File: src/rtl/core/assert_macros.svh
// Assertion macros
`ifndef ASSERT_MACROS_SVH
`define ASSERT_MACROS_SVH
`ifndef SYNTHESIS
`define ASSERT_IMPL(label, clk, rstn, prop) \
    label: assert property (@(posedge clk) disable iff (!rstn) prop) else $error("%m failed");
`define ASSERT_NEVER(label, clk, rstn, cond) \
    label: assert property (@(posedge clk) disable iff (!rstn) !(cond)) else $error("%m failed");
`else
`define ASSERT_IMPL(label, clk, rstn, prop)
`define ASSERT_NEVER(label, clk, rstn, cond)
`endif
`endif

File: src/rtl/core/rpa_pkg.sv
package rpa_pkg;
    localparam logic [1:0] REQ_ALLOC  = 2'd0;
    localparam logic [1:0] REQ_FREE   = 2'd1;
    localparam logic [1:0] REQ_INCREF = 2'd2;

    localparam logic [2:0] ST_OK      = 3'd0;
    localparam logic [2:0] ST_OOM     = 3'd1;
    localparam logic [2:0] ST_BADADDR = 3'd2;
    localparam logic [2:0] ST_NOTALLOC = 3'd3;
    localparam logic [2:0] ST_SAT     = 3'd4;

    localparam int ADDR_W = 56;

    typedef struct packed {
        logic [1:0]  req_type;
        logic        addr_ok;
        logic [16:0] idx;
    } cmd_t;
endpackage

File: src/rtl/core/rpa_front.sv
module rpa_front #(
    parameter int PG_SH = 12
) (
    input  logic                       aclk,
    input  logic                       aresetn,
    input  logic                       s_valid,
    output logic                       s_ready,
    input  logic [1:0]                 s_req_type,
    input  logic [rpa_pkg::ADDR_W-1:0] s_page_addr,
    input  logic [rpa_pkg::ADDR_W-1:0] pool_start,
    input  logic [16:0]                pool_pages,
    input  logic                       flush,
    output logic                       q_valid,
    input  logic                       q_ready,
    output rpa_pkg::cmd_t              q_cmd
);
    localparam int QD = 2;
    rpa_pkg::cmd_t q_reg [QD];
    logic [1:0] cnt_reg;
    logic rd_reg, wr_reg;
    logic [rpa_pkg::ADDR_W-1:0] off;
    logic [rpa_pkg::ADDR_W-1:0] pg;
    rpa_pkg::cmd_t c;
    logic push, pop;

    assign off = s_page_addr - pool_start;
    assign pg = off >> PG_SH;
    always_comb begin
        c.req_type = s_req_type;
        c.idx = pg[16:0];
        c.addr_ok = (s_page_addr[PG_SH-1:0] == '0) && (s_page_addr >= pool_start)
            && (pg < {{(rpa_pkg::ADDR_W-17){1'b0}}, pool_pages});
    end

    assign s_ready = (cnt_reg != 2'(QD)) && !flush;
    assign q_valid = (cnt_reg != 2'd0);
    assign q_cmd = q_reg[rd_reg];
    assign push = s_valid && s_ready;
    assign pop = q_valid && q_ready;

    always_ff @(posedge aclk) begin
        if (push) q_reg[wr_reg] <= c;
    end

    always_ff @(posedge aclk) begin
        if (!aresetn || flush) begin
            cnt_reg <= '0;
            rd_reg <= 1'b0;
            wr_reg <= 1'b0;
        end else begin
            if (push) wr_reg <= !wr_reg;
            if (pop) rd_reg <= !rd_reg;
            cnt_reg <= cnt_reg + 2'(push) - 2'(pop);
        end
    end
endmodule

File: config.mk
export PLATFORM = sky130hd
export DESIGN_NAME = rpa_front
export DESIGN_NICKNAME = d
export VERILOG_FILES = /design/src/rtl/core/assert_macros.svh /design/src/rtl/core/rpa_pkg.sv /design/src/rtl/core/rpa_front.sv
export SDC_FILE = /design/constraint.sdc
export NUM_CORES = 1
export LEC_CHECK = 0
export BUFFER_PORTS_ARGS = -buffer_cell sky130_fd_sc_hd__buf_2
export CAP_MARGIN = 25
export CORE_ASPECT_RATIO = 0.8
export CORE_MARGIN = 10
export CORE_UTILIZATION = 50
export CTS_BUF_LIST = sky130_fd_sc_hd__clkbuf_8
export CTS_CLUSTER_SIZE = 8
export DETAILED_ROUTE_END_ITERATION = 12
export GPL_ROUTABILITY_DRIVEN = 0
export HOLD_SLACK_MARGIN = 0.08
export PLACE_DENSITY = 0.77
export SYNTH_ARGS = -nofsm -noshare
export SYNTH_HDL_FRONTEND = slang
export SYNTH_SLANG_ARGS = --single-unit
File: constraint.sdc
create_clock -name aclk -period 14.9 [get_ports aclk]
set_clock_uncertainty 0.2 [all_clocks]
set_input_delay 2.235 -clock aclk [delete_from_list [all_inputs] [get_ports aclk]]
set_output_delay 2.235 -clock aclk [all_outputs]
set_load 0.01 [all_outputs]
==> results of run 1 <==
[tightest hold or removal path, delay by kind of cell, from the launching register on]
family | cells | cell delay [ps]
xor gates and xnor gates | 1 | 90
DFF | 1 | 340
and+or+nand+nor | 1 | 70
[worst paths after layout]
| kind | slack (ps) | endpoint | cells past startpoint |
|---|---|---|---|
| max | 7510 | q_reg[1][17] | 19 |
| min | 330 | rd_reg | 2 |
| max reg2reg | 12840 | cnt_reg[1] | 8 |
| min reg2reg | 330 | rd_reg | 2 |
[metal layers]
layer  GRT usage  vias to the layer above  share of wire
li1            -                     3042              -
met1      0.2880                     2735           0.46
met2      0.3248                      301           0.42
met3     0.05484                       31          0.098
met4     0.05303                        0          0.021
met5           0                        -              0
[cell usage after synthesis (3+ instances only)]
master     count  area share
o211ai_1       5      0.0064
mux2i_1        5      0.0085
o31ai_1        5      0.0064
dfxtp_1        5       0.017
clkbuf_1      14      0.0089
nand2_1       80       0.051
or4_1          4      0.0051
o21ai_1        9      0.0076
nand2b_1       6      0.0064
edfxtp_1      40        0.20
a2111oi_0      4      0.0059
buf_6          7       0.013
nor2_1        57       0.036
xor2_1        18       0.027
a21boi_0       5      0.0064
ha_1          74        0.16
o2111ai_1      3      0.0045
a21oi_1       81       0.069
nand4_1       24       0.025
or2_2          3      0.0032
xnor2_1       16       0.024
and3_1         6      0.0064
o21ai_0       42       0.036
a211o_1        3      0.0045
a21o_1        16       0.020
o21a_1         6      0.0076
nand3_1       18       0.015
nor4_1         6      0.0064
o22ai_1        3      0.0032
buf_2          5      0.0042
and2_1         6      0.0064
inv_1         94       0.060
a211oi_1       6      0.0076
or3_1          3      0.0032
o21bai_1       8       0.010
mux2_2        22       0.042
o221ai_1       3      0.0045
nor3_1        16       0.014
a31oi_1        6      0.0064
a21oi_2        3      0.0045
[power breakdown]
group	switching (mW)	total [mW]	internal, mW
Clock	0.0481	0.0836	0.0355
Sequential	0.00192	0.151	0.149
Combinational	0.143	0.238	0.0949
Total	0.193	0.472	0.279
[logic make-up after synthesis]
group	share of synthesized area
xor gates and xnor gates	0.05047
DFF	0.2205
muxes	0.05047
AOI/OAI and AO/OA	0.2451
adders and majority gates	0.1569
and+or+nand+nor	0.1896
buffers and inverters	0.08694
[final cells by class]
| type | instances | area [µm²] | share of cell area |
|---|---|---|---|
| clock inverter | 3 | 28.78 | 0.004200 |
| clock buffer | 5 | 68.82 | 0.01004 |
| inverter | 94 | 352.8 | 0.05150 |
| tap | 148 | 185.2 | 0.02703 |
| multi-input combinational | 600 | 4089 | 0.5968 |
| timing repair buffer | 159 | 825.8 | 0.1205 |
| sequential | 45 | 1301 | 0.1899 |
==> flow_summary.json, run 1 <==
{
  "power.density_nw_per_um2": 68.92,
  "cts_tree": "built",
  "antenna_found_initial": 0,
  "place_ws_ps": 7237,
  "numCtsBuffers": 5,
  "post-route-util": 0.5949,
  "clk_latency_ps": 300,
  "clkTransAtPathRegs_ps": 90,
  "postCtsHoldBufs": 0,
  "path_class": "input port to register",
  "core_area_um2": 11520,
  "max_stage_delay_ps": 510,
  "ant_nets": 0,
  "hold_ws_ps": 332.6,
  "cts_resized": 0,
  "finalWorstSetupSlack_ps": 7515,
  "cts_sinks": 45,
  "critical-path-top-delay-family": "simple AND/OR/NAND/NOR gates",
  "fin_area_um2": 6852,
  "hpwl_mm": 15.20,
  "relSlewSlack": 0.2969,
  "worstSetupEndpointType": "register",
  "crit_arrival_ps": 7300,
  "dr.pass1.iters": 5,
  "ios": 158,
  "yosysUniqueCellTypes": 62,
  "grt_usage": 0.2108,
  "drt-initial-drc-count": 552,
  "synthCells": 766,
  "async_reset_ff_frac": 0,
  "layout_commonest_cell": "buf_2",
  "grt_pass1_vias": 6043,
  "vias": 6109,
  "synthFlopType": "edfxtp_1",
  "worst_path_max_delay_cell": "or4_1",
  "power_mw": 0.4722,
  "diodes": 0,
  "hold_viol": 0,
  "p_leak_nw": 3.290,
  "cts_setup_buffers": 0,
  "finalMaxSlewViolations": 0,
  "wl_per_cell_um": 17.16,
  "hp-start": "rd_reg",
  "cts_buffer_depth": 2,
  "fin_crit_sh": 0.4957,
  "fmax_mhz": 135.4,
  "critPathBufInv": 2,
  "port_buffers": 157,
  "ys_seq_elements": 45,
  "fillCellCount": 1074,
  "viasPerCell": 5.796,
  "hp-class": "register to register",
  "synth_edf_count": 40,
  "synth_area_per_cell_um2": 7.703,
  "fin_setup_tns_ps": 0,
  "syn2layout_area_growth_pct": 16.12,
  "irDropWorstVdd_v": 0.00004566,
  "crit_start": "pool_start[16]",
  "synthesis.nets": 976,
  "die_h_um": 117.2,
  "rsz0062_at_grt": "no",
  "crit_fanout": 7,
  "synth_seq_area_share": 0.2205,
  "grt_max_degree": 21,
  "finalSetupViolCount": 0,
  "largest_reg_flops": 40,
  "drc_errors": 0,
  "worst_pin_slew_ps": 1046,
  "r2r_start": "cnt_reg[1]",
  "placed_area_um2": 6729,
  "dp_cells": 1045,
  "die_area_um2": 16570,
  "layout_common_cells": "157 x buf_2, 94 x inv_1, 81 x a21oi_1",
  "ys_warn_count": 0,
  "dieWidth_um": 141.5,
  "path_cells": "buf_2 > inv_1 > ha_1 > nand4_1 > nor4_1 > o31a_1 > nor3_1 > nor2_1 > xor2_1 > ha_1 > nor4_1 > o2111ai_1 > a2111oi_0 > o211ai_1 > or4_1 > a2111oi_2 > nand3_1 > or4_1 > nor4_2",
  "drive_above_1_share": 0.2274,
  "cap_violations": 0,
  "cts_root_buf": "clkbuf_8",
  "nNetsFinal": 1115,
  "critPathLaunchType": "input port",
  "htreeDepth": 2,
  "grt_pass1_wl_mm": 29.19,
  "outcome": "finished clean",
  "row_count": 35,
  "overflow": 0,
  "cp_data_required_time_ps": 14810,
  "start_util": 0.5123,
  "wl_mm": 18.08,
  "layout.cells.non_filler": 1054,
  "syn_area_um2": 5901,
  "finalCriticalPeriod_ps": 7385
}
Power figures use the tool's default switching activity.
==> run 2: changes to the inputs <==
ABC_AREA = 1   (was not set)
PLACE_DENSITY = 0.79   (was 0.77)
clock period = 6.5 ns   (was 14.9 ns; I/O delays follow)
==> flow_summary.json, run 2 <==
{
  "grt_pass1_wl_mm": 35.30,
  "port_buffers": 157,
  "p_leak_nw": 4.703,
  "cts_resized": 0,
  "row_count": 38,
  "netlist.top_cell.by_area": "nand2_1",
  "wl_mm": 22.61,
  "cts_setup_buffers": 0,
  "holdPathStages": 2,
  "cts_tree": "built",
  "yosys-top-cells-count": "408 x nand2_1, 262 x inv_1, 103 x nor2_1",
  "reg2reg_depth": 9,
  "dr.pass1.iters": 8,
  "hold_ws_ps": 291.8,
  "clk_latency_ps": 300,
  "die_h_um": 124.8,
  "path_class": "input port to register",
  "cts_sinks": 45,
  "hold_viol": 0,
  "finalSetupViolCount": 0,
  "ys_warn_count": 0,
  "yosysUniqueCellTypes": 36,
  "hp-class": "register to register",
  "core_area_um2": 13500,
  "grt_usage": 0.2299,
  "synth_top_area_share": 0.2232,
  "vias": 7870,
  "layout_common_cells": "408 x nand2_1, 262 x inv_1, 157 x buf_2",
  "start_util": 0.5082,
  "relSlewSlack": 0.3467,
  "grt_max_degree": 21,
  "fin_crit_sh": 0.5734,
  "worst_pin_slew_ps": 978.6,
  "drt-initial-drc-count": 1010,
  "grt_pass1_vias": 7237,
  "hpwl_mm": 19.81,
  "overflow": 0,
  "crit_arrival_ps": 3680,
  "syn2layout_area_growth_pct": 16.54,
  "diodes": 0,
  "async_reset_ff_frac": 0,
  "nNetsFinal": 1540,
  "cts_root_buf": "clkbuf_8",
  "wl_per_cell_um": 14.96,
  "clkTransAtPathRegs_ps": 90,
  "postCtsHoldBufs": 0,
  "synth_edf_count": 40,
  "synth_area_per_cell_um2": 5.885,
  "finalMaxSlewViolations": 0,
  "largest_reg_flops": 40,
  "syn_area_um2": 6862,
  "synthesis.nets": 1376,
  "worstSetupEndpointType": "register",
  "irDropWorstVdd_v": 0.00009845,
  "viasPerCell": 5.208,
  "die_area_um2": 18840,
  "outcome": "finished clean",
  "cap_violations": 0,
  "yosysMostFrequentCell": "nand2_1",
  "power.density_nw_per_um2": 140.8,
  "rsz0062_at_grt": "no",
  "finalCriticalPeriod_ps": 3727,
  "crit_fanout": 4,
  "cts_buffer_depth": 2,
  "drive_above_1_share": 0.1660,
  "drc_errors": 0,
  "synthCells": 1166,
  "numCtsBuffers": 5,
  "ios": 158,
  "antenna_found_initial": 0,
  "ys_seq_elements": 45,
  "critPathLaunchType": "input port",
  "synthFlopType": "edfxtp_1",
  "cp_data_required_time_ps": 6450,
  "ant_nets": 0,
  "fmax_mhz": 268.3,
  "layout_commonest_cell": "nand2_1",
  "fin_setup_tns_ps": 0,
  "synth_seq_area_share": 0.1896,
  "htreeDepth": 2,
  "dieWidth_um": 151.0,
  "synthTopCellsByArea": "nand2_1 22%, edfxtp_1 18%, inv_1 14%"
}
[run 2: cell types whose count changed in the layout (fill, tap and decap cells not counted), sizes merged, moves of 11 or more]
cell and change:
nand2 +336, a21oi -15, nand3 +34, nand4 -11
o21ai -29, a21o -16, nor2 +57, inv +166
[run 2: cell type report]
| type | count | area (µm²) |
|---|---|---|
| fillers | 1369 | 5507 |
| inverters | 264 | 991.0 |
| well taps | 180 | 225.2 |
| clock inverters | 2 | 13.76 |
| flip-flops and latches | 45 | 1301 |
| clock buffers | 6 | 82.58 |
| multi-input cells | 855 | 4567 |
| repair buffers | 159 | 815.8 |
[run 2: logic make-up after synthesis]
kind of cell / share of synthesized area
simple gates: 0.3857
buf+inv: 0.1455
compound gates: 0.08716
fa+ha+maj: 0.1349
flops: 0.1896
mux: 0.03282
xor+xnor: 0.02425
[run 2: worst max-delay path, stage by stage]
cell,delay (ps)
buf_2,80
inv_1,40
ha_1,390
nand2_1,140
nor2_1,230
nand2_1,140
o21bai_1,200
a31oi_1,80
xnor2_1,390
ha_1,360
a21oi_1,150
o21ai_0,100
nand2_1,80
nand2_1,50
nor2_1,90
nand3_1,70
nor2_1,120
[run 2: per-stage QoR]
step                      instances    util  cell area (µm²)  total power [mW]  worst slack (ps)
after floorplan                1166       -             6862            0.7419              3085
after global placement         1501  0.5828             7870            0.9189              2619
after detailed placement       1502  0.5840             7885            0.9295              2554
after CTS                      1510  0.5911             7981             1.112              2846
after global routing           1511  0.5922             7996             1.208              2546
final                          1511  0.5922             7996             1.126              2773
[run 2: routing by layer]
layer / up-vias / track usage / wire length (µm)
met1: 3471 / 0.3170 / 9758
met5: - / 0 / 0
met2: 412 / 0.3476 / 9312
li1: 3944 / - / -
met4: 0 / 0.05936 / 476
met3: 43 / 0.05701 / 3061
[run 2: report_power, final]
group / switching [mW] / total, mW / internal, mW
combinational: 0.383 / 0.598 / 0.215
sequential: 0.00415 / 0.345 / 0.340
clock: 0.0974 / 0.184 / 0.0863
[run 2: path summary, 6_finish.rpt]
kind	endpoint	slack (ps)	start
max reg2reg	cnt_reg[1]	4510	cnt_reg[0]
min reg2reg	register	290	rd_reg
min	register	290	rd_reg
max	q_reg[1][17]	2770	pool_start[19]
==> run 3: changes to the inputs <==
ABC_AREA = 0   (was 1)
PLACE_DENSITY = 0.8   (was 0.79)
clock period = 3.4 ns   (was 6.5 ns; I/O delays follow)
==> flow_summary.json, run 3 (same netlist as run 1, synthesis figures left out) <==
{
  "outcome": "finished with violations",
  "violations": "setup timing",
  "viasPerCell": 5.906,
  "comb_power_share": 0.592,
  "critPathLaunchType": "input port",
  "layout_commonest_cell": "buf_4",
  "dp_cells": 1259,
  "crit_fanout": 4,
  "dieWidth_um": 141.5,
  "layout.cells.non_filler": 1311,
  "port_buffers": 157,
  "ios": 158,
  "crit_arrival_ps": 4870,
  "row_count": 35,
  "p_clk_frac": 0.163,
  "grt_usage": 0.2661,
  "fin_crit_sh": 1.452,
  "die_h_um": 117.2,
  "relSlewSlack": 0.4902,
  "grt_max_degree": 21,
  "diodes": 0,
  "grt_pass1_vias": 7624,
  "cts_sinks": 45,
  "p_sw_frac": 0.3839,
  "path_class": "input port to register",
  "fin_area_um2": 9141,
  "start_util": 0.5123,
  "postCtsHoldBufs": 0,
  "largest_reg_flops": 40,
  "rsz0062_at_grt": "yes",
  "crit_start": "pool_start[18]",
  "worstSetupEndpointType": "register",
  "htreeDepth": 2,
  "drt-initial-drc-count": 834,
  "numCtsBuffers": 5,
  "syn2layout_area_growth_pct": 54.92,
  "ant_nets": 0,
  "drc_errors": 0,
  "cts_buffer_depth": 2,
  "finalWorstSetupSlack_ps": -1536,
  "r2r_start": "cnt_reg[1]",
  "wl_per_cell_um": 18.23,
  "place_ws_ps": -2056,
  "cap_violations": 0,
  "hold_viol": 0,
  "drive_above_1_share": 0.4359,
  "clk_latency_ps": 310,
  "seq_power_share": 0.245,
  "finalMaxSlewViolations": 0,
  "p_switching_mw": 1.037,
  "finalCriticalPeriod_ps": 4936,
  "core_area_um2": 11520,
  "vias": 7743,
  "die_area_um2": 16570,
  "clkTransAtPathRegs_ps": 100,
  "p_int_mw": 1.664,
  "hp-class": "input port to register",
  "finalSetupViolCount": 2,
  "dr.pass1.iters": 5,
  "cts_tree": "built",
  "wl_mm": 23.90,
  "fmax_mhz": 202.6,
  "worst_path_max_delay_cell": "or4_4",
  "hpwl_mm": 17.31,
  "p_leak_nw": 4.593,
  "nNetsFinal": 1372,
  "worst_pin_slew_ps": 757.7,
  "fin_setup_tns_ps": -3071,
  "cp_data_required_time_ps": 3340,
  "max_stage_delay_ps": 450,
  "regToRegSetupSlack_ps": 1420,
  "cpMostUsedCell": "a21oi_1",
  "path_cells": "buf_2 > inv_1 > ha_4 > buf_4 > a21oi_1 > o21ai_0 > a21oi_1 > a21boi_1 > xnor2_1 > ha_1 > nand4_1 > a21oi_1 > a2111oi_2 > o21ai_0 > a21o_2 > a2111oi_2 > nand3_1 > or4_4 > nor4_4",
  "layout_common_cells": "259 x buf_4, 149 x buf_2, 88 x inv_1",
  "grt_pass1_wl_mm": 36.67,
  "hp-start": "s_req_type[1]",
  "antenna_found_initial": 0,
  "cts_root_buf": "clkbuf_8",
  "overflow": 0,
  "placed_area_um2": 8421,
  "power.density_nw_per_um2": 295.4,
  "irDropWorstVdd_v": 0.0001967
}
==> run 3: power groups by stage <==
stage	Combinational, mW	Clock, mW	Sequential [mW]
5_1_grt	1.71	0.452	0.663
2_1_floorplan	0.745	0	0.668
3_3_place_gp	1.33	0	0.670
3_5_place_dp	1.37	0	0.672
6_report	1.60	0.441	0.661
4_1_cts	1.47	0.426	0.660
==> run 3: final timing paths <==
path / cells past startpoint / endpoint
worst max-delay path: 19 / q_reg[0][17]
worst min-delay path: 1 / q_reg[1][19]
worst max register to register: 8 / cnt_reg[1]
worst min register to register: 2 / rd_reg
==> run 3: cell type report <==
cell class / instances / area (µm²)
clock buffers: 5 / 68.82
flip-flops and latches: 45 / 1301
inverters: 94 / 367.9
repair buffers: 416 / 2784
multi-input cells: 600 / 4387
fillers: 731 / 2376
well taps: 148 / 185.2
clock inverters: 3 / 47.55
==> run 3: worst max-delay path: cells and delay by family <==
kind / cells / cell delay (ps)
xor+xnor: 1 / 200
fa+ha+maj: 2 / 560
buf+inv: 3 / 350
compound gates: 9 / 2340
simple gates: 4 / 910
==> run 3: layer usage <==
layer | vias to the layer above | wire, µm | GRT usage
met4 | 0 | 923 | 0.07342
li1 | 3568 | - | -
met2 | 582 | 10860 | 0.4596
met1 | 3490 | 9498 | 0.3314
met5 | - | 0 | 0
met3 | 103 | 2621 | 0.05444
==> run 3: metrics by stage <==
| stage | hold slack [ps] | utilization | power (mW) |
|---|---|---|---|
| floorplan | 281.1 | - | 1.413 |
| global placement | 294.2 | 0.7311 | 1.998 |
| detailed placement | 316.8 | 0.7311 | 2.039 |
| CTS | 180.8 | 0.7814 | 2.557 |
| global route | 173.9 | 0.7937 | 2.826 |
| finish | 178.8 | 0.7937 | 2.701 |
==> run 3: timing repair <==
action                                  CTS  global route
buffers inserted                         39             5
cloned                                    0             0
endpoints found under the setup margin    2             2
pin swaps                                 8             8
gates resized for setup                  34            20
